===== config.mk =====
export PLATFORM = sky130hd
export DESIGN_NAME = jad_serial_mul
export DESIGN_NICKNAME = d
export VERILOG_FILES = /design/src/design/jad_pkg.sv /design/src/design/jad_serial_mul.sv
export SDC_FILE = /design/constraint.sdc
export NUM_CORES = 1
export LEC_CHECK = 0
export BUFFER_PORTS_ARGS = -buffer_cell sky130_fd_sc_hd__clkbuf_2
export CORE_UTILIZATION = 52
export CTS_BUF_LIST = sky130_fd_sc_hd__clkbuf_4
export CTS_CLUSTER_SIZE = 24
export DETAILED_ROUTE_END_ITERATION = 16
export PLACE_DENSITY = 0.87
export SLEW_MARGIN = 10
export SYNTH_ARGS = -nofsm -noshare
export SYNTH_HDL_FRONTEND = slang
export SYNTH_SLANG_ARGS = --single-unit

===== constraint.sdc =====
create_clock -name clock -period 2.6 [get_ports clock]
set_input_delay 0.65 -clock clock [delete_from_list [all_inputs] [get_ports clock]]
set_output_delay 0.65 -clock clock [all_outputs]
set_load 0.01 [all_outputs]

===== src/design/jad_pkg.sv =====
// Shared constants, payload types and unit widths for the jump airtime detector.
package jad_pkg;

   // Configuration port
   localparam int CSR_INDEX_W = 3;
   localparam int CSR_DATA_W  = 12;

   localparam logic [CSR_INDEX_W-1:0] CSR_FALL_THR       = 3'd0;
   localparam logic [CSR_INDEX_W-1:0] CSR_GROUND_THR     = 3'd1;
   localparam logic [CSR_INDEX_W-1:0] CSR_CONFIRM_MS     = 3'd2;
   localparam logic [CSR_INDEX_W-1:0] CSR_AIRTIME_MIN_MS = 3'd3;
   localparam logic [CSR_INDEX_W-1:0] CSR_AIRTIME_MAX_MS = 3'd4;

   localparam logic [11:0] FALL_THR_RESET       = 12'd350;
   localparam logic [11:0] GROUND_THR_RESET     = 12'd700;
   localparam logic [9:0]  CONFIRM_MS_RESET     = 10'd50;
   localparam logic [11:0] AIRTIME_MIN_MS_RESET = 12'd120;
   localparam logic [11:0] AIRTIME_MAX_MS_RESET = 12'd2000;

   // Event codes
   localparam logic [1:0] EVENT_NONE    = 2'd0;
   localparam logic [1:0] EVENT_TAKEOFF = 2'd1;
   localparam logic [1:0] EVENT_LANDED  = 2'd2;
   localparam logic [1:0] EVENT_ABORTED = 2'd3;

   localparam logic [11:0] AIRTIME_SAT = 12'hFFF;

   // Bit-serial multiplier: multiplicand x multiplier, one multiplier bit per cycle
   localparam int MUL_A_W = 24;
   localparam int MUL_B_W = 13;
   localparam int MUL_P_W = MUL_A_W + MUL_B_W;

   // Bit-serial restoring divider: one quotient bit per cycle
   localparam int DIV_N_W = 35;
   localparam int DIV_D_W = 20;
   localparam int DIV_Q_W = 15;

   // Squared axis magnitude in mg^2
   localparam int LANE_SQ_W = 22;

   localparam logic [DIV_D_W-1:0] MG_DIVISOR     = 20'd1000;
   localparam logic [DIV_D_W-1:0] HEIGHT_DIVISOR = 20'd800000;
   localparam logic [MUL_B_W-1:0] HEIGHT_SCALE   = 13'd981;
   localparam logic [DIV_N_W-1:0] HEIGHT_ROUND   = 35'd400000;

   typedef struct packed {
      logic signed [15:0] accel_x;
      logic signed [15:0] accel_y;
      logic signed [15:0] accel_z;
      logic [31:0]        now_ms;
   } req_payload_type;

   typedef struct packed {
      logic        in_air;
      logic [1:0]  event_res;
      logic [11:0] airtime_ms;
      logic [14:0] height_tenths_cm;
   } rsp_payload_type;

endpackage


===== src/design/jad_serial_mul.sv =====
// Bit-serial shift-add multiplier, one multiplier bit per cycle.
module jad_serial_mul (
   input  logic                         clock,
   input  logic                         reset,
   input  logic                         start,
   input  logic [jad_pkg::MUL_A_W-1:0]  mcand,
   input  logic [jad_pkg::MUL_B_W-1:0]  mplier,
   output logic                         done,
   output logic [jad_pkg::MUL_P_W-1:0]  product
);
   import jad_pkg::*;

   localparam int CNT_W = $clog2(MUL_B_W);

   logic               busy_ff, busy_in;
   logic               done_ff, done_in;
   logic [CNT_W-1:0]   cnt_ff, cnt_in;
   logic [MUL_P_W-1:0] mcand_ff, mcand_in;
   logic [MUL_P_W-1:0] acc_ff, acc_in;
   logic [MUL_B_W-1:0] mplier_ff, mplier_in;

   always_comb begin
      busy_in   = busy_ff;
      done_in   = 1'b0;
      cnt_in    = cnt_ff;
      mcand_in  = mcand_ff;
      mplier_in = mplier_ff;
      acc_in    = acc_ff;
      if (start) begin
         busy_in   = 1'b1;
         cnt_in    = '0;
         mcand_in  = MUL_P_W'(mcand);
         mplier_in = mplier;
         acc_in    = '0;
      end else if (busy_ff) begin
         if (mplier_ff[0]) begin
            acc_in = acc_ff + mcand_ff;
         end
         mcand_in  = mcand_ff << 1;
         mplier_in = mplier_ff >> 1;
         cnt_in    = cnt_ff + 1'b1;
         if (cnt_ff == CNT_W'(MUL_B_W - 1)) begin
            busy_in = 1'b0;
            done_in = 1'b1;
         end
      end
   end

   always_ff @(posedge clock) begin
      if (reset) begin
         busy_ff <= 1'b0;
         done_ff <= 1'b0;
         cnt_ff  <= '0;
      end else begin
         busy_ff <= busy_in;
         done_ff <= done_in;
         cnt_ff  <= cnt_in;
      end
      mcand_ff  <= mcand_in;
      mplier_ff <= mplier_in;
      acc_ff    <= acc_in;
   end

   assign done    = done_ff;
   assign product = acc_ff;

endmodule


After elaboration in Yosys (flattened, before gate mapping)

Index checks and enable logic that the tools add are counted.

Equal/unequal tests: 1
Muxes and demuxes: 8
Bitwise operators: 1
Reduce and logical (&&, ||, !) cells: 4
$add $sub $neg: 2

Operators with widths:

| cell                                         | number |
|---|---|
| 2-to-1 mux 24 bit                            | 2 |
| adder 37 bit                                 | 1 |
| 2-to-1 mux 13 bit                            | 2 |
| adder 4 x 1 -> 4 bit (second input constant) | 1 |
| == test 4 bit (second input constant)        | 1 |
| 2-to-1 mux 1 bit                             | 4 |
| OR reduction 3 bit                           | 1 |
| AND reduction 2 bit                          | 1 |
| nonzero test 2 bit                           | 1 |
| OR reduction 2 bit                           | 1 |
| inverter 1 bit                               | 1 |

Word-level logic and storage cells: 23
Register bits: 93
Input bits: 40
Output and inout port bits: 38

Logic depth before layout (Yosys ltp)

Word-level depth: 4
Mapped depth: 10
Mapped depth without buffers: 10

Worst setup path before layout

Ideal clock, no wire load.

Path kind: reg-to-reg
From: register mcand_ff[0]
To: register acc_ff[36], in the netlist product[36]
Stages on the path, launching flop included: 11
Arrival time: 2.529 ns
Setup time: 0.121 ns
Period minus slack after synthesis: 2.650 ns
Path buffers: 0
Setup slack: -0.050 ns
Cells stage by stage: edfxtp_1 ha_1 fa_1 a211oi_2 o21ai_2 o2111ai_1 a21oi_2 a211oi_1 o21ai_0 o311ai_1 mux2_2

Word-level cells in the longest chain between the ends: 1

RTL lines:

| item                     | RTL line             | RTL |
|---|---|---|
| start: declaration       | jad_serial_mul.sv:18 | `logic [MUL_P_W-1:0] mcand_ff, mcand_in;` |
| start signal: assignment | jad_serial_mul.sv:59 | `mcand_ff <= mcand_in;` |
| adder 37 bit             | jad_serial_mul.sv:37 | `acc_in = acc_ff + mcand_ff;` |
| end signal: assignment   | jad_serial_mul.sv:61 | `acc_ff <= acc_in;` |
| end: declaration         | jad_serial_mul.sv:19 | `logic [MUL_P_W-1:0] acc_ff, acc_in;` |

No other way between the ends.
A chain may end at the register's enable or synchronous reset.

Final worst setup path

From: register mcand_ff[0]
To: register acc_ff[30], in the netlist product[30]

Same word-level chain as after synthesis.

==> metrics.txt <==
status=finished with violations; violated checks=negative setup slack; biggest area consumer among synthesized cells=dfxtp_1; combinational share of power=26.3%; Final GP Congestion=0.866; Ports=78; Reg clk slew, reported paths=160 ps; DRC viols=0; Post-Syn Area=5640 um^2; Starting DRT DRC Count=267; CP max-delay cell=edfxtp_1; largest net degree at the start of global routing=51; Routed Antenna Nets=0; asr flop ratio synth=0%; Slew Viols, Final=0; Hold Vio Cnt, Final=0; vias in the first global route=5109; Post-synth EDFFs=37; Sw Share=33.4%; Synth Net Count=675; die area=11300 um^2; DP Worst Slack=-147 ps; critical path class=flop to flop; nets=789; CP cell instances=ha_2 -> fa_2 -> a211oi_2 -> o21ai_2 -> o2111ai_2 -> a21o_1 -> a211oi_2 -> o211a_1 -> o21a_1 -> o31ai_2; Worst VDD drop=0.381 mV; Post-Syn Instances=596; crit end category=flop; global-route wire length before repair=23400 um; synth warn=0; family with the most delay on the worst path=compound AO/OA/AOI/OAI gates; clk_lat worst skew=490 ps; Int Pwr=0.00224 W; Data arrival, critical path=3130 ps; # diodes=0; Initial Util=54.1%; Clock power frac=23.1%; CP Buf/Inv Count=0; Clock Skews=24.0 ps; H-Tree Depth=3; #FFs+latches synth=93; P_leak=3.01 nW; Pre-antenna DRT Iters=5; Synth Flop Type=dfxtp_1; via/cell ratio=6.03; Tmin final=2730 ps; Num CTS Buffers=9; count of final setup violators=6; Switch Pwr=0.00112 W; Final WS setup=-130 ps; Total Routing Usage GR=26.0%; highest clock rate=0.366 GHz; critical path's largest stage delay=430 ps; Seq/Total Area, Yosys=39.6%; initial antenna violation count=0; Worst-Margin Slew=928 ps; Buffers on Ports=77; Top Metal Used=met4; maximum clock insertion buffer count=2; CP max FO=4; clock sink count=93; Fillers=813; RSZ-0062 raised after global routing=true; area of the core=10400 um^2; period utilisation layout=105%; Area Growth Syn to Fin=21.1%; Critical Path Source Type=flop; WL met2=7590 um; DR WL/cell=17.8 um; Hold Path Class=input port to flop; library cells used by synthesis=63; layout cells sized above 1=33.1%; Sequential Power Share=50.6%; die height=106 um; routed wl met3=802 um; Layout Utilization=65.5%; final wirelength=15200 um; PwrDens=493 nW/um^2; row cnt=37; vias=5133; Synth Area per Inst=9.46 um^2; clk root buf=clkbuf_4; GR Overflow Total=0; DRT met1 WL=6300 um; WP data required=3000 ps; TritonCTS clock tree=built; dpl hpwl=10100 um; most frequent CP cell=a211oi_2; die width=106 um; Synth top area share=19.9%; max_cap viols=0; relative slew slack=38.1%; ranking of synthesized cells by area=dfxtp_1, edfxtp_1, ha_1
cell usage after synthesis (4+ instances only):
master	instances
mux2_2	36
o311ai_1	4
clkbuf_1	17
nor3_1	17
o31ai_1	6
a21o_1	22
nand2_1	77
and2_1	6
edfxtp_1	37
o21ai_0	27
a21o_2	5
xor2_1	8
dfxtp_1	56
o21a_1	6
nand4_1	8
nand3_1	21
inv_1	10
nor2_1	28
or3_1	5
buf_1	4
a211oi_1	4
o211ai_1	5
a21oi_1	63
and3_1	6
nand3b_1	5
xnor2_1	10
ha_1	38
mux2i_1	14
worst register-to-register path: stages (launching register included):
cell and delay [ps]:
edfxtp_1 430, ha_2 210, fa_2 360, a211oi_2 250
o21ai_2 110, o2111ai_2 220, a21o_1 250, a211oi_2 130
o211a_1 280, o21a_1 210, o31ai_2 210
final timing paths:
| check | from | to | slack [ps] | cells past startpoint |
|---|---|---|---|---|
| max reg2reg | mcand_ff[0] | product[30] | -130 | 10 |
| min | reset | cnt_ff[0] | 410 | 2 |
| min reg2reg | product[19] | product[19] | 490 | 2 |
| max | mcand_ff[0] | product[30] | -130 | 10 |
through the flow:
step | instances | hold WS (ps) | cell area, um^2 | power, W | setup TNS (ps)
2_1_floorplan | 596 | 469 | 5640 | 0.00224 | 0
3_3_place_gp | 819 | 461 | 6330 | 0.00245 | -25.7
3_5_place_dp | 819 | 465 | 6330 | 0.00249 | -455
4_1_cts | 844 | 400 | 6610 | 0.00327 | -147
5_1_grt | 851 | 403 | 6830 | 0.00350 | -1620
6_report | 851 | 410 | 6830 | 0.00337 | -488
registers in the layout, indices dropped and copies added, names as in the netlist:
signal	cells
mplier_ff	13
mcand_ff	37
product	37
cnt_ff	4
done	1
busy_ff	1
logic make-up after synthesis:
| group | Yosys count | synth area share (%) |
|---|---|---|
| simple gates | 188 | 15.8 |
| compound gates | 167 | 19.7 |
| flops | 93 | 39.6 |
| mux | 50 | 9.68 |
| buf+inv | 41 | 3.62 |
| fa+ha+maj | 39 | 8.79 |
| xor+xnor | 18 | 2.80 |
per-layer routing:
metal	up-vias	track usage (%)
li1	2434	-
met2	201	44.6
met1	2456	31.5
met4	0	11.9
met5	-	0
met3	42	5.03
power groups by stage:
stage               sequential (W)  combinational, W  clock [W]
finish                     0.00170          0.000885   0.000778
global placement           0.00172          0.000730          0
CTS                        0.00170          0.000797   0.000777
global route               0.00171          0.000957   0.000831
floorplan                  0.00172          0.000518          0
detailed placement         0.00173          0.000761          0
final cells by class:
| cell class | count | area (um^2) | share of cell area (%) |
|---|---|---|---|
| clock buffer | 9 | 67.6 | 0.990 |
| multi-input combinational | 462 | 3440 | 50.4 |
| clock inverter | 7 | 58.8 | 0.861 |
| inverter | 12 | 45.0 | 0.660 |
| timing repair buffer | 132 | 810 | 11.9 |
| sequential | 93 | 2230 | 32.7 |
| tap | 136 | 170 | 2.49 |
layout by cell type, fill, tap and decap left out, types with 9 or more instances in the layout:
cell and n:
edfxtp_1 37, nor3_1 14, mux2i_1 14, inv_1 10, a21oi_1 56, dfxtp_1 56
o21ai_0 18, xnor2_1 10, nand3_1 21, buf_4 52, nand2_1 76, mux2_2 36
clkbuf_4 9, a21o_1 22, clkbuf_2 76, nor2_1 27, ha_1 30
repair_timing:
action | in CTS | in global routing
pin swaps | 15 | 20
hold buffers | 0 | 0
endpoints found under the setup margin | 11 | 24
resized for setup | 14 | 38
setup buffers | 9 | 7
Power figures use the tool's default switching activity.
