## src/design/jad_pkg.sv

```systemverilog
// Shared constants, payload types and unit widths for the jump airtime detector.
package jad_pkg;

   // Configuration port
   localparam int CSR_INDEX_W = 3;
   localparam int CSR_DATA_W  = 12;

   localparam logic [CSR_INDEX_W-1:0] CSR_FALL_THR       = 3'd0;
   localparam logic [CSR_INDEX_W-1:0] CSR_GROUND_THR     = 3'd1;
   localparam logic [CSR_INDEX_W-1:0] CSR_CONFIRM_MS     = 3'd2;
   localparam logic [CSR_INDEX_W-1:0] CSR_AIRTIME_MIN_MS = 3'd3;
   localparam logic [CSR_INDEX_W-1:0] CSR_AIRTIME_MAX_MS = 3'd4;

   localparam logic [11:0] FALL_THR_RESET       = 12'd350;
   localparam logic [11:0] GROUND_THR_RESET     = 12'd700;
   localparam logic [9:0]  CONFIRM_MS_RESET     = 10'd50;
   localparam logic [11:0] AIRTIME_MIN_MS_RESET = 12'd120;
   localparam logic [11:0] AIRTIME_MAX_MS_RESET = 12'd2000;

   // Event codes
   localparam logic [1:0] EVENT_NONE    = 2'd0;
   localparam logic [1:0] EVENT_TAKEOFF = 2'd1;
   localparam logic [1:0] EVENT_LANDED  = 2'd2;
   localparam logic [1:0] EVENT_ABORTED = 2'd3;

   localparam logic [11:0] AIRTIME_SAT = 12'hFFF;

   // Bit-serial multiplier: multiplicand x multiplier, one multiplier bit per cycle
   localparam int MUL_A_W = 24;
   localparam int MUL_B_W = 13;
   localparam int MUL_P_W = MUL_A_W + MUL_B_W;

   // Bit-serial restoring divider: one quotient bit per cycle
   localparam int DIV_N_W = 35;
   localparam int DIV_D_W = 20;
   localparam int DIV_Q_W = 15;

   // Squared axis magnitude in mg^2
   localparam int LANE_SQ_W = 22;

   localparam logic [DIV_D_W-1:0] MG_DIVISOR     = 20'd1000;
   localparam logic [DIV_D_W-1:0] HEIGHT_DIVISOR = 20'd800000;
   localparam logic [MUL_B_W-1:0] HEIGHT_SCALE   = 13'd981;
   localparam logic [DIV_N_W-1:0] HEIGHT_ROUND   = 35'd400000;

   typedef struct packed {
      logic signed [15:0] accel_x;
      logic signed [15:0] accel_y;
      logic signed [15:0] accel_z;
      logic [31:0]        now_ms;
   } req_payload_type;

   typedef struct packed {
      logic        in_air;
      logic [1:0]  event_res;
      logic [11:0] airtime_ms;
      logic [14:0] height_tenths_cm;
   } rsp_payload_type;

endpackage

```

## src/design/jad_serial_mul.sv

```systemverilog
// Bit-serial shift-add multiplier, one multiplier bit per cycle.
module jad_serial_mul (
   input  logic                         clock,
   input  logic                         reset,
   input  logic                         start,
   input  logic [jad_pkg::MUL_A_W-1:0]  mcand,
   input  logic [jad_pkg::MUL_B_W-1:0]  mplier,
   output logic                         done,
   output logic [jad_pkg::MUL_P_W-1:0]  product
);
   import jad_pkg::*;

   localparam int CNT_W = $clog2(MUL_B_W);

   logic               busy_ff, busy_in;
   logic               done_ff, done_in;
   logic [CNT_W-1:0]   cnt_ff, cnt_in;
   logic [MUL_P_W-1:0] mcand_ff, mcand_in;
   logic [MUL_P_W-1:0] acc_ff, acc_in;
   logic [MUL_B_W-1:0] mplier_ff, mplier_in;

   always_comb begin
      busy_in   = busy_ff;
      done_in   = 1'b0;
      cnt_in    = cnt_ff;
      mcand_in  = mcand_ff;
      mplier_in = mplier_ff;
      acc_in    = acc_ff;
      if (start) begin
         busy_in   = 1'b1;
         cnt_in    = '0;
         mcand_in  = MUL_P_W'(mcand);
         mplier_in = mplier;
         acc_in    = '0;
      end else if (busy_ff) begin
         if (mplier_ff[0]) begin
            acc_in = acc_ff + mcand_ff;
         end
         mcand_in  = mcand_ff << 1;
         mplier_in = mplier_ff >> 1;
         cnt_in    = cnt_ff + 1'b1;
         if (cnt_ff == CNT_W'(MUL_B_W - 1)) begin
            busy_in = 1'b0;
            done_in = 1'b1;
         end
      end
   end

   always_ff @(posedge clock) begin
      if (reset) begin
         busy_ff <= 1'b0;
         done_ff <= 1'b0;
         cnt_ff  <= '0;
      end else begin
         busy_ff <= busy_in;
         done_ff <= done_in;
         cnt_ff  <= cnt_in;
      end
      mcand_ff  <= mcand_in;
      mplier_ff <= mplier_in;
      acc_ff    <= acc_in;
   end

   assign done    = done_ff;
   assign product = acc_ff;

endmodule

```

## src/design/jad_serial_div.sv

```systemverilog
// Bit-serial restoring divider, one quotient bit per cycle.
module jad_serial_div (
   input  logic                         clock,
   input  logic                         reset,
   input  logic                         start,
   input  logic [jad_pkg::DIV_N_W-1:0]  num,
   input  logic [jad_pkg::DIV_D_W-1:0]  divisor,
   output logic                         done,
   output logic [jad_pkg::DIV_Q_W-1:0]  quotient
);
   import jad_pkg::*;

   localparam int CNT_W = $clog2(DIV_Q_W);

   logic               busy_ff, busy_in;
   logic               done_ff, done_in;
   logic [CNT_W-1:0]   cnt_ff, cnt_in;
   logic [DIV_D_W-1:0] rem_ff, rem_in;
   logic [DIV_Q_W-1:0] low_ff, low_in;
   logic [DIV_Q_W-1:0] quo_ff, quo_in;
   logic [DIV_D_W:0]   trial;
   logic [DIV_D_W:0]   diff;
   logic               fits;

   // Remainder stays below the divisor, so the trial value never needs more bits
   assign trial = {rem_ff, low_ff[DIV_Q_W-1]};
   assign diff  = trial - {1'b0, divisor};
   assign fits  = trial >= {1'b0, divisor};

   always_comb begin
      busy_in = busy_ff;
      done_in = 1'b0;
      cnt_in  = cnt_ff;
      rem_in  = rem_ff;
      low_in  = low_ff;
      quo_in  = quo_ff;
      if (start) begin
         busy_in = 1'b1;
         cnt_in  = '0;
         rem_in  = num[DIV_N_W-1:DIV_Q_W];
         low_in  = num[DIV_Q_W-1:0];
         quo_in  = '0;
      end else if (busy_ff) begin
         rem_in = fits ? diff[DIV_D_W-1:0] : trial[DIV_D_W-1:0];
         low_in = low_ff << 1;
         quo_in = {quo_ff[DIV_Q_W-2:0], fits};
         cnt_in = cnt_ff + 1'b1;
         if (cnt_ff == CNT_W'(DIV_Q_W - 1)) begin
            busy_in = 1'b0;
            done_in = 1'b1;
         end
      end
   end

   always_ff @(posedge clock) begin
      if (reset) begin
         busy_ff <= 1'b0;
         done_ff <= 1'b0;
         cnt_ff  <= '0;
      end else begin
         busy_ff <= busy_in;
         done_ff <= done_in;
         cnt_ff  <= cnt_in;
      end
      rem_ff <= rem_in;
      low_ff <= low_in;
      quo_ff <= quo_in;
   end

   assign done     = done_ff;
   assign quotient = quo_ff;

endmodule

```

## src/design/jad_height_unit.sv

```systemverilog
// Jump height round(981 * t^2 / 800000) by serial square, scale and divide.
module jad_height_unit (
   input  logic                         clock,
   input  logic                         reset,
   input  logic                         start,
   input  logic [11:0]                  air,
   output logic                         done,
   output logic [jad_pkg::DIV_Q_W-1:0]  height
);
   import jad_pkg::*;

   typedef enum logic [1:0] {
      H_IDLE,
      H_SQUARE,
      H_SCALE,
      H_DIVIDE
   } state_type;

   state_type          state_ff, state_in;
   logic               mul_start;
   logic [MUL_A_W-1:0] mul_mcand;
   logic [MUL_B_W-1:0] mul_mplier;
   logic               mul_done;
   logic [MUL_P_W-1:0] product;
   logic               div_start;
   logic               div_done;

   always_comb begin
      state_in   = state_ff;
      mul_start  = 1'b0;
      mul_mcand  = MUL_A_W'(air);
      mul_mplier = MUL_B_W'(air);
      div_start  = 1'b0;
      case (state_ff)
         H_IDLE: begin
            if (start) begin
               mul_start = 1'b1;
               state_in  = H_SQUARE;
            end
         end
         H_SQUARE: begin
            // Reuse the multiplier: t^2 times the scale factor
            mul_mcand  = product[MUL_A_W-1:0];
            mul_mplier = HEIGHT_SCALE;
            if (mul_done) begin
               mul_start = 1'b1;
               state_in  = H_SCALE;
            end
         end
         H_SCALE: begin
            if (mul_done) begin
               div_start = 1'b1;
               state_in  = H_DIVIDE;
            end
         end
         H_DIVIDE: begin
            if (div_done) begin
               state_in = H_IDLE;
            end
         end
         default: begin
            state_in = H_IDLE;
         end
      endcase
   end

   always_ff @(posedge clock) begin
      if (reset) begin
         state_ff <= H_IDLE;
      end else begin
         state_ff <= state_in;
      end
   end

   jad_serial_mul u_mul (
      .clock   (clock),
      .reset   (reset),
      .start   (mul_start),
      .mcand   (mul_mcand),
      .mplier  (mul_mplier),
      .done    (mul_done),
      .product (product)
   );

   jad_serial_div u_div (
      .clock    (clock),
      .reset    (reset),
      .start    (div_start),
      .num      (product[DIV_N_W-1:0] + HEIGHT_ROUND),
      .divisor  (HEIGHT_DIVISOR),
      .done     (div_done),
      .quotient (height)
   );

   assign done = (state_ff == H_DIVIDE) && div_done;

endmodule

```

## config.mk

```make
export PLATFORM = sky130hd
export DESIGN_NAME = jad_height_unit
export DESIGN_NICKNAME = d
export VERILOG_FILES = /design/src/design/jad_pkg.sv /design/src/design/jad_serial_mul.sv /design/src/design/jad_serial_div.sv /design/src/design/jad_height_unit.sv
export SDC_FILE = /design/constraint.sdc
export NUM_CORES = 1
export LEC_CHECK = 0
export BUFFER_PORTS_ARGS = -buffer_cell sky130_fd_sc_hd__buf_2
export CAP_MARGIN = 20
export CORE_MARGIN = 8
export CORE_UTILIZATION = 50
export DETAILED_ROUTE_END_ITERATION = 7
export HOLD_SLACK_MARGIN = 0.15
export PLACE_DENSITY_LB_ADDON = 0.05
export RECOVER_POWER = 100
export SLEW_MARGIN = 20
export SYNTH_ARGS = -nofsm -noshare
export SYNTH_HDL_FRONTEND = slang
export SYNTH_HIERARCHICAL = 1
export SYNTH_SLANG_ARGS = --single-unit
```

## constraint.sdc

```tcl
create_clock -name clock -period 2.8 [get_ports clock]
set_input_delay 0.28 -clock clock [delete_from_list [all_inputs] [get_ports clock]]
set_output_delay 0.28 -clock clock [all_outputs]
set_load 0.05 [all_outputs]
```

# Yosys cells after proc, flatten, opt, wreduce, memory -nomap -nowiden
# Cells that the tools add are included.
# word_totals
register_bits	151
wordCells	69
out_inout_bits	16
inputBits	15
# op_classes
addsub	5
eq_ne	9
n_reduce_logical	10
mux	28
n_bitwise	2
n_lt_le_gt_ge	1
# ops
cell	count
24-bit 2-to-1 mux	3
20-bit 2-to-1 mux	3
37-bit adder	1
35-bit by 19-bit adder with 35-bit output, second input constant	1
15-bit 2-to-1 mux	2
13-bit 2-to-1 mux	2
21-bit by 20-bit >= comparator with 1-bit output, second input constant	1
20-bit subtractor, second input constant	1
12-bit 2-to-1 mux	1
1-bit 2-to-1 mux	11
4-bit by 1-bit adder with 4-bit output, second input constant	2
4-bit == test, second input constant	2
2-bit 2-to-1 mux	4
2-bit case mux with 4 select lines	1
2-bit by 1-bit != test with 1-bit output, second input constant	3
3-bit OR reduction	2
2-bit == test, second input constant	2
4-bit AND reduction	1
2-bit nonzero test	2
2-bit OR reduction	2
2-bit by 1-bit == test with 1-bit output, second input constant	1
2-bit zero test	1
2-bit != test, second input constant	1
1-bit NOT	2
other kinds (3)	3

# Logic depth before layout (Yosys ltp)
# depth
word_depth	4
mapped_depth	11
mapped_depth_nobuf	11

# By module
# Netlist, hierarchy kept.
# modules_own_cells
module	n_inst	area_per_inst_um2	cells_each	seq_area_each_um2
jad_serial_mul	1	5602.9	599	2232.1
jad_serial_div	1	3568.4	362	1471.4
jad_height_unit	1	1047.3	140	40.0

# Worst setup path after synthesis
# Ideal clock, no wire load.
# synth_path
path_kind	register to register
startpoint	register state_ff[1]
endpoint	register u_mul.mcand_ff[0], enable pin
synth_period_minus_slack_ps	2859
setup_slack_ps	-59
path_buffers	3
required_ps	2405
setup_ps	395
stages_incl_launch_ff	9
arrival_time_ps	2464
path_cell_list	dfxtp_1 inv_1 ha_1 clkbuf_1 buf_1 a22o_1 clkbuf_1 inv_1 nand2_1
# synth_between
elab_chain_cells	3
word_cells_on_any_way	4
cone_classes	eq/ne: 1; mux: 1; reduce/logical: 2
# synth_lines
item	line	text
from (decl)	jad_height_unit.sv:19	state_type state_ff, state_in;
from (signal assigned)	jad_height_unit.sv:71	state_ff <= state_in;
2-bit by 1-bit == test with 1-bit output / 2-bit zero test (equally long branches)	jad_height_unit.sv:34	case (state_ff)
1-bit case mux with 2 select lines *	jad_height_unit.sv:34	
net mul_start	jad_height_unit.sv:20	logic mul_start;
2-bit nonzero test (no source line) *	n/a	
to (signal assigned)	jad_serial_mul.sv:59	mcand_ff <= mcand_in;
to (decl)	jad_serial_mul.sv:18	logic [MUL_P_W-1:0] mcand_ff, mcand_in;
# Mark *: on every way through the listed nets, which the timed path passes. The rest lies on a longest branch.
# A chain may end at the register's enable or synchronous reset.

# Worst setup path in the final report
# layout_path
startpoint	register u_div.rem_ff[2]
endpoint	register u_div.rem_ff[0], data pin
# layout_between
elab_chain_cells	4
# layout_lines
item	line	text
from (decl)	jad_serial_div.sv:18	logic [DIV_D_W-1:0] rem_ff, rem_in;
from (signal assigned)	jad_serial_div.sv:65	rem_ff <= rem_in;
21-bit by 20-bit >= comparator with 1-bit output	jad_serial_div.sv:28	assign fits = trial >= {1'b0, divisor};
20-bit 2-to-1 mux	jad_serial_div.sv:44	rem_in = fits ? diff[DIV_D_W-1:0] : trial[DIV_D_W-1:0];
20-bit 2-to-1 mux	jad_serial_div.sv:43	end else if (busy_ff) begin
20-bit 2-to-1 mux	jad_serial_div.sv:37	if (start) begin
net u_div.rem_in[0]	jad_serial_div.sv:18	
# The timed path passes the listed nets, and every way through them passes these cells. The select of a mux whose other input is x is not followed.

==> flow_summary.toml <==
[sta]
drv_slew = 0
rsz0062_at_grt = "true"
final.min_clock_period_ns = 2.70
relSlewSlack = 0.239
hold_viol_final = 0
skew_ns = 0.0115
max_freq_ghz = 0.370
fin_crit_sh = 0.965
finalSetupViolations = 0
fin_setup_tns_ns = 0
worst_pin_slew_ns = 1.14
setup_slack_ns = 0.0993

[route]
finalWirelength_um = 22300
wl_met3_um = 1050
drc = 0
initialDrtViolationCount = 417
ant_nets = 0
drt-pass1-iter-count = 5
route.vias.total = 7783
wl_met2_um = 9650
wire_per_inst_um = 15.9
top_layer = "met4"
m1WireLength_um = 11400
viasPerCell = 5.54

[synthesis]
yosys_warnings = 6
netlist_area_mm2 = 0.00994
synth_cells = 1070
syn_avg_cell_area_um2 = 9.29

[critical_path]
cp_slowest_cell = "edfxtp_1"
critical_path.endpoint = "u_div/rem_ff[0]"
crit_type = "reg -> reg"
worst_setup_path_end_kind = "flip-flop"
r2r_slack_ns = 0.1
r2r-start = "u_div/rem_ff[2]"
r2r_end = "u_div/rem_ff[0]"
crit_arrival_ns = 2.88
reg2reg_depth = 9
crit_fanout = 11
cp_cell_sequence = "ha_1, nand3_1, o21bai_1, a21oi_1, a21bo_2, a31oi_4, buf_4, mux2i_1, mux2_2"
cpPeakStageDelay_ns = 0.40
crit_start = "u_div/rem_ff[2]"
start_kind = "flip-flop"
crit_required_ns = 2.98

[floorplan]
start_util = 0.511
die_area_mm2 = 0.0247
core_mm2 = 0.0195
pin_count = 31
dieHeight_um = 157
rows = 51
fp.dieW_um = 157

[finish]
nNetsFinal = 1207
postLayoutCoreUtil = 0.573
fill_cells = 1787
drive_above_1_share = 0.165
seq_area_mm2 = 0.00366
syn_to_final_growth_pct = 12.1
multiInputGateArea_mm2 = 0.00594
n_antenna_cell = 0

[placed_design]
pre_cts_ws_ns = 0.0759
dp_hpwl_um = 15900
io_buffers = 30
place_congestion = 0.950

[cts]
cts_sinks = 147
cts_tree = "built"
root_buffer = "clkbuf_16"
cts_buffers = 17
cts_buffer_depth = 2
htreeDepth = 4
insertion_delay_ns = 0.43
clkTransAtPathRegs_ns = 0.07

[flow_run]
cap_violations = 0

[global_routing]
antenna_found_initial = 0
grt.total_usage = 0.186
grt_pass1_vias = 7314
grt_start_max_net_pins = 88
grt_pass1_wl_um = 36900
overflow = 0

[outcome]
outcome = "completed"

[min_path]
hold_class = "in -> reg"

[pwr]
total_power_mw = 9.72
powerDensity_mw_per_mm2 = 872
ir_worst_vdd_v = 0.000527
leakagePower_nw = 4.44
worst min path at each step:
stage                     startpoint            endpoint  slack, ns  depth (start not counted)
finish                        air[6]  u_mul/mplier_ff[6]       0.25                          3
global route                  air[6]  u_mul/mplier_ff[6]       0.24                          3
CTS                           air[6]  u_mul/mplier_ff[6]       0.23                          3
detailed placement  u_mul/product[0]    u_mul/product[0]       0.49                          2
global placement    u_mul/product[0]    u_mul/product[0]       0.47                          2
floorplan                      reset         state_ff[1]       0.35                          1
power by group:
part,switching [mW],total [mW],internal [mW],leakage (nW)
Combinational,2.48,4.23,1.75,2.85
Sequential,0.322,3.21,2.89,1.29
Clock,1.04,2.27,1.23,0.290
timing repair:
| item | 4_1_cts | 5_1_grt |
|---|---|---|
| endpoints found under the hold margin | 4 | 0 |
| hold buffers | 1 | 0 |
| resized for setup | 0 | 6 |
| setup endpoints to repair | 0 | 14 |
| setup buffers | 0 | 2 |
state kept, by name (all words and copies together) (netlist names):
| register | flops |
|---|---|
| u_mul/mcand_ff | 35 |
| u_mul/product | 35 |
| u_div/rem_ff | 20 |
| u_div/low_ff | 15 |
| u_div/quotient | 15 |
| u_mul/mplier_ff | 13 |
| u_div/cnt_ff | 4 |
| u_mul/cnt_ff | 4 |
| state_ff | 2 |
| u_div/busy_ff | 1 |
| u_div/done | 1 |
| u_mul/busy_ff | 1 |
| u_mul/done | 1 |
worst max-delay path: cells and delay by family, from the launching register on:
family / cells / cell delay, ns
AO/OA/AOI/OAI: 4 / 0.90
adder cells (fa/ha/maj): 1 / 0.38
buffers and inverters: 1 / 0.21
flip-flops: 1 / 0.40
multiplexers: 2 / 0.39
AND/OR/NAND/NOR: 1 / 0.17
layer usage:
metal	global-route usage	vias up
li1	-	3955
met1	0.265	3645
met2	0.281	162
met3	0.0373	21
met4	0.0512	0
met5	0	-
cells in the final DEF, fill, tap and decap left out, drive strengths merged, types with 5 or more instances in the layout:
master	instances
clkbuf	40
xnor2	44
mux2i	34
a31oi	10
o31ai	6
or2	12
mux2	57
o21bai	7
nand2	113
and2	24
inv	58
nand3	15
a21boi	6
nor3	15
edfxtp	72
a211oi	11
nand3b	8
a21oi	93
a21o	25
dfxtp	75
nor2b	19
conb	21
ha	64
o21ai	50
nor2	70
nand2b	5
o311ai	15
buf	50
or3	5
and3	8
xor2	31
nand4	23
stage by stage:
| step | hold slack, ns | cell area, um2 | cells |
|---|---|---|---|
| after floorplan | 0.352 | 10000 | 1089 |
| after global placement | 0.474 | 10600 | 1369 |
| after detailed placement | 0.485 | 10600 | 1369 |
| after CTS | 0.231 | 11200 | 1402 |
| after global routing | 0.240 | 11100 | 1404 |
| final | 0.247 | 11100 | 1404 |
cell type report:
| cell class | instances | share of cell area |
|---|---|---|
| multi-input cells | 841 | 0.533 |
| clock inverters | 14 | 0.0117 |
| clock buffers | 18 | 0.0404 |
| flip-flops and latches | 147 | 0.329 |
| repair buffers | 73 | 0.0413 |
| well taps | 265 | 0.0298 |
| inverters | 46 | 0.0155 |
No activity file was read; power rests on OpenSTA's default activity.
