File: config.mk
export PLATFORM = sky130hd
export DESIGN_NAME = jad_axis_lane
export DESIGN_NICKNAME = d
export VERILOG_FILES = /design/src/design/jad_pkg.sv /design/src/design/jad_serial_mul.sv /design/src/design/jad_serial_div.sv /design/src/design/jad_axis_lane.sv
export SDC_FILE = /design/constraint.sdc
export NUM_CORES = 1
export LEC_CHECK = 0
export ABC_AREA = 1
export BUFFER_PORTS_ARGS = -buffer_cell sky130_fd_sc_hd__buf_2
export CAP_MARGIN = 10
export CORE_UTILIZATION = 25
export DETAILED_ROUTE_END_ITERATION = 8
export PLACE_DENSITY_LB_ADDON = 0.25
export SKIP_CTS_REPAIR_TIMING = 1
export SLEW_MARGIN = 25
export SYNTH_ARGS = -nofsm -noshare
export SYNTH_HDL_FRONTEND = slang
export SYNTH_HIERARCHICAL = 1
export SYNTH_SLANG_ARGS = --single-unit
File: constraint.sdc
create_clock -name clock -period 8.5 [get_ports clock]
set_clock_uncertainty 0.05 [all_clocks]
set_input_delay 0.85 -clock clock [delete_from_list [all_inputs] [get_ports clock]]
set_output_delay 0.85 -clock clock [all_outputs]
set_load 0.03 [all_outputs]
File: src/design/jad_pkg.sv
// Shared constants, payload types and unit widths for the jump airtime detector.
package jad_pkg;

   // Configuration port
   localparam int CSR_INDEX_W = 3;
   localparam int CSR_DATA_W  = 12;

   localparam logic [CSR_INDEX_W-1:0] CSR_FALL_THR       = 3'd0;
   localparam logic [CSR_INDEX_W-1:0] CSR_GROUND_THR     = 3'd1;
   localparam logic [CSR_INDEX_W-1:0] CSR_CONFIRM_MS     = 3'd2;
   localparam logic [CSR_INDEX_W-1:0] CSR_AIRTIME_MIN_MS = 3'd3;
   localparam logic [CSR_INDEX_W-1:0] CSR_AIRTIME_MAX_MS = 3'd4;

   localparam logic [11:0] FALL_THR_RESET       = 12'd350;
   localparam logic [11:0] GROUND_THR_RESET     = 12'd700;
   localparam logic [9:0]  CONFIRM_MS_RESET     = 10'd50;
   localparam logic [11:0] AIRTIME_MIN_MS_RESET = 12'd120;
   localparam logic [11:0] AIRTIME_MAX_MS_RESET = 12'd2000;

   // Event codes
   localparam logic [1:0] EVENT_NONE    = 2'd0;
   localparam logic [1:0] EVENT_TAKEOFF = 2'd1;
   localparam logic [1:0] EVENT_LANDED  = 2'd2;
   localparam logic [1:0] EVENT_ABORTED = 2'd3;

   localparam logic [11:0] AIRTIME_SAT = 12'hFFF;

   // Bit-serial multiplier: multiplicand x multiplier, one multiplier bit per cycle
   localparam int MUL_A_W = 24;
   localparam int MUL_B_W = 13;
   localparam int MUL_P_W = MUL_A_W + MUL_B_W;

   // Bit-serial restoring divider: one quotient bit per cycle
   localparam int DIV_N_W = 35;
   localparam int DIV_D_W = 20;
   localparam int DIV_Q_W = 15;

   // Squared axis magnitude in mg^2
   localparam int LANE_SQ_W = 22;

   localparam logic [DIV_D_W-1:0] MG_DIVISOR     = 20'd1000;
   localparam logic [DIV_D_W-1:0] HEIGHT_DIVISOR = 20'd800000;
   localparam logic [MUL_B_W-1:0] HEIGHT_SCALE   = 13'd981;
   localparam logic [DIV_N_W-1:0] HEIGHT_ROUND   = 35'd400000;

   typedef struct packed {
      logic signed [15:0] accel_x;
      logic signed [15:0] accel_y;
      logic signed [15:0] accel_z;
      logic [31:0]        now_ms;
   } req_payload_type;

   typedef struct packed {
      logic        in_air;
      logic [1:0]  event_res;
      logic [11:0] airtime_ms;
      logic [14:0] height_tenths_cm;
   } rsp_payload_type;

endpackage

File: src/design/jad_serial_mul.sv
// Bit-serial shift-add multiplier, one multiplier bit per cycle.
module jad_serial_mul (
   input  logic                         clock,
   input  logic                         reset,
   input  logic                         start,
   input  logic [jad_pkg::MUL_A_W-1:0]  mcand,
   input  logic [jad_pkg::MUL_B_W-1:0]  mplier,
   output logic                         done,
   output logic [jad_pkg::MUL_P_W-1:0]  product
);
   import jad_pkg::*;

   localparam int CNT_W = $clog2(MUL_B_W);

   logic               busy_ff, busy_in;
   logic               done_ff, done_in;
   logic [CNT_W-1:0]   cnt_ff, cnt_in;
   logic [MUL_P_W-1:0] mcand_ff, mcand_in;
   logic [MUL_P_W-1:0] acc_ff, acc_in;
   logic [MUL_B_W-1:0] mplier_ff, mplier_in;

   always_comb begin
      busy_in   = busy_ff;
      done_in   = 1'b0;
      cnt_in    = cnt_ff;
      mcand_in  = mcand_ff;
      mplier_in = mplier_ff;
      acc_in    = acc_ff;
      if (start) begin
         busy_in   = 1'b1;
         cnt_in    = '0;
         mcand_in  = MUL_P_W'(mcand);
         mplier_in = mplier;
         acc_in    = '0;
      end else if (busy_ff) begin
         if (mplier_ff[0]) begin
            acc_in = acc_ff + mcand_ff;
         end
         mcand_in  = mcand_ff << 1;
         mplier_in = mplier_ff >> 1;
         cnt_in    = cnt_ff + 1'b1;
         if (cnt_ff == CNT_W'(MUL_B_W - 1)) begin
            busy_in = 1'b0;
            done_in = 1'b1;
         end
      end
   end

   always_ff @(posedge clock) begin
      if (reset) begin
         busy_ff <= 1'b0;
         done_ff <= 1'b0;
         cnt_ff  <= '0;
      end else begin
         busy_ff <= busy_in;
         done_ff <= done_in;
         cnt_ff  <= cnt_in;
      end
      mcand_ff  <= mcand_in;
      mplier_ff <= mplier_in;
      acc_ff    <= acc_in;
   end

   assign done    = done_ff;
   assign product = acc_ff;

endmodule

File: src/design/jad_serial_div.sv
// Bit-serial restoring divider, one quotient bit per cycle.
module jad_serial_div (
   input  logic                         clock,
   input  logic                         reset,
   input  logic                         start,
   input  logic [jad_pkg::DIV_N_W-1:0]  num,
   input  logic [jad_pkg::DIV_D_W-1:0]  divisor,
   output logic                         done,
   output logic [jad_pkg::DIV_Q_W-1:0]  quotient
);
   import jad_pkg::*;

   localparam int CNT_W = $clog2(DIV_Q_W);

   logic               busy_ff, busy_in;
   logic               done_ff, done_in;
   logic [CNT_W-1:0]   cnt_ff, cnt_in;
   logic [DIV_D_W-1:0] rem_ff, rem_in;
   logic [DIV_Q_W-1:0] low_ff, low_in;
   logic [DIV_Q_W-1:0] quo_ff, quo_in;
   logic [DIV_D_W:0]   trial;
   logic [DIV_D_W:0]   diff;
   logic               fits;

   // Remainder stays below the divisor, so the trial value never needs more bits
   assign trial = {rem_ff, low_ff[DIV_Q_W-1]};
   assign diff  = trial - {1'b0, divisor};
   assign fits  = trial >= {1'b0, divisor};

   always_comb begin
      busy_in = busy_ff;
      done_in = 1'b0;
      cnt_in  = cnt_ff;
      rem_in  = rem_ff;
      low_in  = low_ff;
      quo_in  = quo_ff;
      if (start) begin
         busy_in = 1'b1;
         cnt_in  = '0;
         rem_in  = num[DIV_N_W-1:DIV_Q_W];
         low_in  = num[DIV_Q_W-1:0];
         quo_in  = '0;
      end else if (busy_ff) begin
         rem_in = fits ? diff[DIV_D_W-1:0] : trial[DIV_D_W-1:0];
         low_in = low_ff << 1;
         quo_in = {quo_ff[DIV_Q_W-2:0], fits};
         cnt_in = cnt_ff + 1'b1;
         if (cnt_ff == CNT_W'(DIV_Q_W - 1)) begin
            busy_in = 1'b0;
            done_in = 1'b1;
         end
      end
   end

   always_ff @(posedge clock) begin
      if (reset) begin
         busy_ff <= 1'b0;
         done_ff <= 1'b0;
         cnt_ff  <= '0;
      end else begin
         busy_ff <= busy_in;
         done_ff <= done_in;
         cnt_ff  <= cnt_in;
      end
      rem_ff <= rem_in;
      low_ff <= low_in;
      quo_ff <= quo_in;
   end

   assign done     = done_ff;
   assign quotient = quo_ff;

endmodule

File: src/design/jad_axis_lane.sv
// One axis: scale raw counts to mg, then square, both bit-serial.
module jad_axis_lane (
   input  logic                           clock,
   input  logic                           reset,
   input  logic                           start,
   input  logic signed [15:0]             raw,
   output logic                           done,
   output logic [jad_pkg::LANE_SQ_W-1:0]  square
);
   import jad_pkg::*;

   logic [15:0]        raw_u;
   logic [15:0]        mag;
   logic [20:0]        mag_w;
   logic [20:0]        scaled;
   logic               div_done;
   logic [DIV_Q_W-1:0] mg;
   logic [MUL_P_W-1:0] prod;

   // Truncation toward zero: divide the magnitude, the sign drops out when squared
   assign raw_u  = raw;
   assign mag    = raw_u[15] ? 16'(~raw_u + 16'd1) : raw_u;
   assign mag_w  = 21'(mag);
   assign scaled = (mag_w << 6) - (mag_w << 2) + mag_w;

   jad_serial_div u_div (
      .clock    (clock),
      .reset    (reset),
      .start    (start),
      .num      (DIV_N_W'(scaled)),
      .divisor  (MG_DIVISOR),
      .done     (div_done),
      .quotient (mg)
   );

   jad_serial_mul u_mul (
      .clock   (clock),
      .reset   (reset),
      .start   (div_done),
      .mcand   (MUL_A_W'(mg)),
      .mplier  (mg[MUL_B_W-1:0]),
      .done    (done),
      .product (prod)
   );

   assign square = prod[LANE_SQ_W-1:0];

endmodule

* Word-level counts from Yosys, hierarchy flattened *
Index checks and enable logic that the tools add are counted.
Widths: inputs -> output; s select.

word-level totals
  bits in registers = 149
  input port bits = 19
  output and inout port bits = 23
  logic and storage cells = 52

operators by class
  $add $sub $neg = 7
  magnitude comparators = 1
  equality and inequality tests = 2
  mux-type cells = 18
  bitwise gates (word level) = 3
  reductions and logical operators = 7

operator list
  cell                    number
  $mux 15                 4
  $add 37x37->37          1
  $mux 13                 2
  $add 21x16->21          1
  $ge 21x10->1 const B    1
  $sub 21x18->21          1
  $mux 20                 1
  $sub 20x10->20 const B  1
  $add 16x1->16 const B   1
  $mux 16                 1
  $not 16->16             1
  $mux 6                  2
  $add 4x1->4 const B     2
  $eq 4x4->1 const B      2
  $mux 1                  8
  $reduce_or 3->1         2
  $reduce_bool 2->1       2
  $reduce_or 2->1         2
  $not 1->1               2
  $reduce_and 2->1        1

* Depth between registers and ports, before layout *
Gate-level depths: netlist of the first run.

  depth after elaboration = 6
  depth in mapped cells = 25
  depth with buffers taken out = 25

* By module *
The synthesis of the first run kept the hierarchy.

modules (own cells, without submodules)
  module          times used  cells each  area each (sq um)  sequential area each (sq um)
  jad_serial_mul  1           957         6292.3             2232.1
  jad_serial_div  1           570         3988.8             1471.4
  jad_axis_lane   1           285         1781.7             0.0

* Least setup slack after synthesis of the first run *
OpenSTA, ideal clock, no wires.

  kind = input -> register
  start point = input port raw[0]
  end point = register u_div.low_ff[13], data pin
  setup time = 253 ps
  arrival = 3684 ps
  data required time = 8197 ps
  setup slack = 4514 ps
  stages on the path = 15
  path buffers = 0
  cell sequence = inv_1 -> ha_1 -> nand3_2 -> inv_1 -> a31oi_1 -> xor2_1 -> fa_1 -> ha_1 -> a21o_1 -> a31o_2 -> a21oi_1 -> o21ai_0 -> xor2_1 -> nand2_1 -> nand2_1

on the way
  longest elaborated chain between the ends = 6

ends and longest elaborated chain
  what                  line                  text
  from (decl)           jad_axis_lane.sv:6    input logic signed [15:0] raw,
  $not 16->16           jad_axis_lane.sv:22   assign mag = raw_u[15] ? 16'(~raw_u + 16'd1) : raw_u;
  $add 16x1->16         jad_axis_lane.sv:22
  $mux 16 (*)           jad_axis_lane.sv:22
  $sub 21x18->21        jad_axis_lane.sv:24   assign scaled = (mag_w << 6) - (mag_w << 2) + mag_w;
  $add 21x16->21 (*)    jad_axis_lane.sv:24
  net scaled[13]        jad_axis_lane.sv:15   logic [20:0] scaled;
  $mux 15 (*)           jad_serial_div.sv:37  if (start) begin
  net u_div.low_in[13]  jad_serial_div.sv:19  logic [DIV_Q_W-1:0] low_ff, low_in;
  to (signal assigned)  jad_serial_div.sv:66  low_ff <= low_in;
  to (decl)             jad_serial_div.sv:19

The timed path passes the listed nets; every way through them passes the cells marked *.
A chain may end at the register's enable or synchronous reset.

* Worst setup path after layout of the first run *
  start point = input port raw[0]
  end point = register u_div.rem_ff[3], data pin

on the way
  longest elaborated chain between the ends = 6

ends and longest elaborated chain
  what                  line                  text
  $not 16->16           jad_axis_lane.sv:22
  $add 16x1->16         jad_axis_lane.sv:22
  $mux 16 (*)           jad_axis_lane.sv:22
  $sub 21x18->21        jad_axis_lane.sv:24
  $add 21x16->21 (*)    jad_axis_lane.sv:24
  net scaled[18]        jad_axis_lane.sv:15
  $mux 6 (*)            jad_serial_div.sv:37
  net u_div.rem_in[3]   jad_serial_div.sv:18  logic [DIV_D_W-1:0] rem_ff, rem_in;
  to (signal assigned)  jad_serial_div.sv:65  rem_ff <= rem_in;
  to (decl)             jad_serial_div.sv:18

Marks and branches as above.

==> impl_metrics.env, run 1 <==
export IMPL_mappedNetlistArea_um2=9780
export IMPL_pin_count=42
export IMPL_p_leak_nw=5.72
export IMPL_insertedDiodeCount=0
export IMPL_crit_path_frequent_cell="nand2_1"
export IMPL_setup_viol=0
export IMPL_start_util_pct=25.3
export IMPL_vias=8400
export IMPL_final_area_um2=11200
export IMPL_synthCells=1421
export IMPL_nets=1586
export IMPL_routed_wl_um=23100
export IMPL_irDropWorstVdd_v=0.0000944
export IMPL_place_area_um2=10600
export IMPL_port_buffers=41
export IMPL_dieWidth_um=200
export IMPL_rsz0062_at_grt="false"
export IMPL_slew_headroom_pct=51.6
export IMPL_grt_max_degree=57
export IMPL_maxCapViolCount=0
export IMPL_critPathMaxStageDelay_ps=450
export IMPL_placedCellCount=1986
export IMPL_final_instance_count_excl_fill=2018
export IMPL_grt_pass1_wl_um=39400
export IMPL_finalHoldViolCount=0
export IMPL_via_per_inst=4.16
export IMPL_antenna_found_initial=0
export IMPL_yosysWarnings=6
export IMPL_post_route_drc_count=0
export IMPL_hpwl_um=17100
export IMPL_fmax_ghz=0.241
export IMPL_die_h_um=200
export IMPL_die_area_um2=39900
export IMPL_rows=72
export IMPL_avgSynthCellArea_um2=6.88
export IMPL_fin_crit_ps=4160
export IMPL_grt_pass1_vias=8188
export IMPL_path_delay_family="simple AND/OR/NAND/NOR gates"
export IMPL_clock_latency_ps=430
export IMPL_ant_nets=0
export IMPL_finalCritPeriodShare_pct=48.9
export IMPL_maxSlewViolCount=0
export IMPL_crit_slowest_cell="xor2_1"
export IMPL_outcome="complete, no violations"
export IMPL_cp_required_ps=8620
export IMPL_path_buf_inv=4
export IMPL_start_kind="input pin"
export IMPL_final_core_util_pct=29.0
export IMPL_routedWlPerCell_um=11.4
export IMPL_arrival_ps=4280
export IMPL_drive_gt1_share_pct=11.1
export IMPL_clockBufferDepth=2
export IMPL_core_um2=38600
export IMPL_first_iter_violations=421
export IMPL_cts_reportedPaths_clkPinSlew_ps=60
export IMPL_cts_root_buffer="clkbuf_16"
export IMPL_place_congestion=0.851
export IMPL_cts_htree_levels=4
export IMPL_path_class="input pin to register"
export IMPL_p_per_area_nw_per_um2=204
export IMPL_critPathCaptureType="register"
export IMPL_cts_sinks=119
export IMPL_crit_fanout=5
export IMPL_drt_pass1_iterations=7
export IMPL_setup_tns_ps=0
export IMPL_cts_buffers=17
export IMPL_min_path_type="register to register"
export IMPL_grt_ovfl_total=0
export IMPL_grt_util_all_layers_pct=12.2
export IMPL_whs_ps=427
export IMPL_crit_chain="buf_2 -> inv_1 -> ha_1 -> nand3_2 -> inv_1 -> a31oi_1 -> xor2_1 -> xnor2_1 -> inv_1 -> ha_1 -> a21o_1 -> ha_1 -> nand2_1 -> nor4_1 -> nand2_1 -> a21oi_1 -> nor2_1 -> xor2_1 -> nand2_1 -> nand2_1"
export IMPL_cts_tree="yes"
export IMPL_area_growth_pct=14.5
export IMPL_tightestPinTransition_ps=724
## worst paths after layout
kind,start,to,slack (ps),depth (start not counted)
max reg2reg,u_div/rem_ff[3],u_div/rem_ff[2],5780,12
min,u_div/quotient[14],u_div/quotient[14],430,2
max,raw[0],u_div/rem_ff[3],4340,20
min reg2reg,u_div/quotient[14],u_div/quotient[14],430,2
## sequential cells by signal, indices dropped and copies added, names as in the netlist
register	cells
u_mul/mcand_ff	22
u_div/cnt_ff	4
u_mul/mplier_ff	13
u_mul/product	22
u_div/busy_ff	1
u_mul/done	1
u_mul/busy_ff	1
u_div/done	1
u_mul/cnt_ff	4
u_div/rem_ff	20
u_div/quotient	15
u_div/low_ff	15
## final cells by class
class	count	area, um2
clock buffer	17	425
clock inverter	15	143
fill	4292	27400
inverter	228	858
multi-input combinational	1074	5800
sequential	119	3080
tap	518	648
timing repair buffer	47	250
## where the power goes
group	total (mW)	leakage, nW	internal [mW]	switching [mW]
Sequential	0.717	1.07	0.686	0.0310
Combinational	0.859	4.37	0.321	0.539
Clock	0.705	0.271	0.408	0.298
## cells in the final DEF (no fill, tap or decap), types with 10 or more instances in the layout
master	instances
ha_1	73
a21oi_1	46
nor2_1	101
edfxtp_1	70
o22ai_1	13
conb_1	41
o21ai_0	37
xnor2_1	15
inv_1	209
nor3_1	10
buf_2	41
nor2_2	15
xor2_1	42
clkbuf_16	17
dfxtp_1	48
nand3_1	57
nand3_2	15
nand2_2	24
nand2_1	502
nand3b_1	28
inv_2	14
## metal layers
metal / GRT usage, % / wire length (um) / vias to the layer above
met5: 0 / 0 / -
met4: 3.34 / 244 / 0
met3: 2.18 / 519 / 18
met2: 20.6 / 10700 / 91
met1: 15.9 / 11700 / 3748
li1: - / - / 4543
## through the flow
stage / total power, mW / worst slack (ps)
2_1_floorplan: 1.41 / 4510
3_3_place_gp: 1.58 / 4050
3_5_place_dp: 1.58 / 3950
4_1_cts: 2.31 / 4380
5_1_grt: 2.48 / 4090
6_report: 2.28 / 4340
## worst min-delay path: cells and delay by family (launching register included)
family             cells  cell delay, ps
and+or+nand+nor        1              50
DFF                    1             330
AOI/OAI and AO/OA      1              60
(Power assumes the default switching activity.)
==> inputs of run 2 (changes only) <==
--- a/config.mk
+++ b/config.mk
@@ -5,7 +5,7 @@
 export SDC_FILE = /design/constraint.sdc
 export NUM_CORES = 1
 export LEC_CHECK = 0
-export ABC_AREA = 1
+export ABC_AREA = 0
 export BUFFER_PORTS_ARGS = -buffer_cell sky130_fd_sc_hd__buf_2
 export CAP_MARGIN = 10
 export CORE_UTILIZATION = 25
==> constraint.sdc (replaced) <==
create_clock -name clock -period 3.55 [get_ports clock]
set_clock_uncertainty 0.05 [all_clocks]
set_input_delay 0.355 -clock clock [delete_from_list [all_inputs] [get_ports clock]]
set_output_delay 0.355 -clock clock [all_outputs]
set_load 0.03 [all_outputs]
==> run 2 against run 1 <==
Against the previous run: the flow now finishes with violations (setup timing); worst setup slack lost 4300 ps; sequential power grew 150%; cell count shrank 24%; critical endpoint is now u_div/rem_ff[4]; via count shrank 19%; critical path type unchanged.
==> impl_metrics.env, run 2 <==
export IMPL_antenna_found_initial=0
export IMPL_setup_tns_ps=-3.64
export IMPL_port_buffers=41
export IMPL_cp_required_ps=3640
export IMPL_cts_htree_levels=4
export IMPL_path_class="input pin to register"
export IMPL_grt_max_degree=84
export IMPL_grt_pass1_vias=6580
export IMPL_maxSlewViolCount=0
export IMPL_grt_pass1_wl_um=31700
export IMPL_vias=6784
export IMPL_core_um2=33900
export IMPL_rows=67
export IMPL_switchingPower_mw=2.11
export IMPL_clock_latency_ps=420
export IMPL_layout_commonest_cell="buf_4"
export IMPL_arrival_ps=3650
export IMPL_cts_buffers=17
export IMPL_mappedNetlistArea_um2=8690
export IMPL_critPathCaptureType="register"
export IMPL_p_sw_share_pct=34.2
export IMPL_internal_power_mw=4.06
export IMPL_fmax_ghz=0.281
export IMPL_crit_slowest_cell="or4_4"
export IMPL_insertedDiodeCount=0
export IMPL_p_per_area_nw_per_um2=559
export IMPL_irDropWorstVdd_v=0.000247
export IMPL_grt_ovfl_total=0
export IMPL_p_seq_share_pct=29.0
export IMPL_die_area_um2=35500
export IMPL_worstRegToRegCells=9
export IMPL_holdPathStages=2
export IMPL_start_util_pct=25.7
export IMPL_finalWorstSetupSlack_ps=-3.64
export IMPL_finalHoldViolCount=0
export IMPL_ant_nets=0
export IMPL_min_path_type="input pin to register"
export IMPL_final_core_util_pct=32.5
export IMPL_tightestPinTransition_ps=940
export IMPL_cts_reportedPaths_clkPinSlew_ps=60
export IMPL_via_per_inst=4.43
export IMPL_crit_fanout=4
export IMPL_clockBufferDepth=2
export IMPL_p_comb_share_pct=42.0
export IMPL_setup_viol=1
export IMPL_drive_gt1_share_pct=25.6
export IMPL_yosysWarnings=6
export IMPL_rr_endpoint="u_div/rem_ff[14]"
export IMPL_multi_input_area_um2=5610
export IMPL_cts_sinks=119
export IMPL_final_area_um2=11000
export IMPL_fin_crit_ps=3550
export IMPL_cts_root_buffer="clkbuf_16"
export IMPL_p_leak_nw=4.58
export IMPL_clkPwrFrac_pct=29.0
export IMPL_pin_count=42
export IMPL_routedWlPerCell_um=12.4
export IMPL_hpwl_um=13900
export IMPL_die_h_um=188
export IMPL_place_congestion=0.792
export IMPL_crit_chain="buf_6 -> or4_4 -> or4_4 -> o21ai_4 -> xor2_2 -> inv_1 -> ha_2 -> ha_4 -> a21oi_1 -> o21ai_1 -> a21oi_1 -> o21ai_0 -> a221oi_2 -> mux2i_1 -> xnor2_1 -> nand2_1 -> o311ai_1"
export IMPL_start_kind="input pin"
export IMPL_maxCapViolCount=0
export IMPL_regArea_um2=3080
export IMPL_dieWidth_um=188
export IMPL_min_from="reset"
export IMPL_outcome="finished with violations"
export IMPL_rrSetupSlack_ps=590
export IMPL_nets=1171
export IMPL_reg2reg_from="u_div/rem_ff[11]"
export IMPL_rsz0062_at_grt="true"
export IMPL_post_route_drc_count=0
export IMPL_area_growth_pct=26.8
export IMPL_slew_headroom_pct=37.4
export IMPL_layout_common_cells="buf_4 (92), nand2_1 (90), a21oi_1 (74)"
export IMPL_finalCritPeriodShare_pct=100
export IMPL_routed_wl_um=19000
export IMPL_min_to="u_mul/busy_ff"
export IMPL_critPathMaxStageDelay_ps=540
export IMPL_avgSynthCellArea_um2=9.40
export IMPL_drt_pass1_iterations=4
export IMPL_first_iter_violations=299
export IMPL_n_fill_cell=3527
export IMPL_place_area_um2=10100
export IMPL_grt_util_all_layers_pct=10.8
export IMPL_violations="setup timing"
export IMPL_synthCells=925
export IMPL_cts_tree="yes"
## run 2: stage by stage
step	cells	setup WS, ps	power [mW]	hold slack, ps
finish	1533	-3.64	6.17	118
detailed placement	1497	-587	4.27	423
CTS	1529	-163	6.10	94.6
global route	1533	-196	6.60	109
global placement	1497	-545	4.26	409
floorplan	964	-439	3.56	377
## run 2: metal layers
| metal | GRT usage [%] | vias to the layer above | wire length, um |
|---|---|---|---|
| met1 | 13.7 | 3133 | 9240 |
| met2 | 18.2 | 75 | 9110 |
| met3 | 2.05 | 18 | 429 |
| met4 | 3.44 | 0 | 252 |
| met5 | 0 | - | 0 |
| li1 | - | 3558 | - |
## run 2: final cells by class
cell class / count / area share [%]
repair buffers: 135 / 8.47
well taps: 448 / 5.09
flip-flops and latches: 119 / 28.0
inverters: 62 / 2.11
clock inverters: 14 / 1.58
multi-input cells: 737 / 50.9
clock buffers: 18 / 3.89
## run 2: worst max-delay path by stage
stage                     startpoint         endpoint  slack [ps]  depth (start not counted)
after floorplan               raw[7]  u_div/rem_ff[5]        -440                         18
after global placement        raw[1]  u_div/rem_ff[4]        -540                         20
after detailed placement      raw[1]  u_div/rem_ff[4]        -590                         20
after CTS                     raw[1]  u_div/rem_ff[4]        -160                         20
after global routing          raw[6]  u_div/rem_ff[5]        -200                         17
final                         raw[7]  u_div/rem_ff[4]          -4                         17
## run 2: worst max-delay path: cells and delay by family
family          cells  cell delay (ps)
fa+ha+maj           2              550
compound gates      7              990
simple gates        3             1070
buf+inv             2              150
xor+xnor            2              250
mux                 1              260
## run 2: power groups by stage
stage               clock network (mW)  logic, mW  registers [mW]
global route                      1.89       2.90            1.82
CTS                               1.84       2.47            1.79
detailed placement                   0       2.45            1.82
global placement                     0       2.44            1.82
floorplan                            0       1.73            1.83
finish                            1.79       2.59            1.79
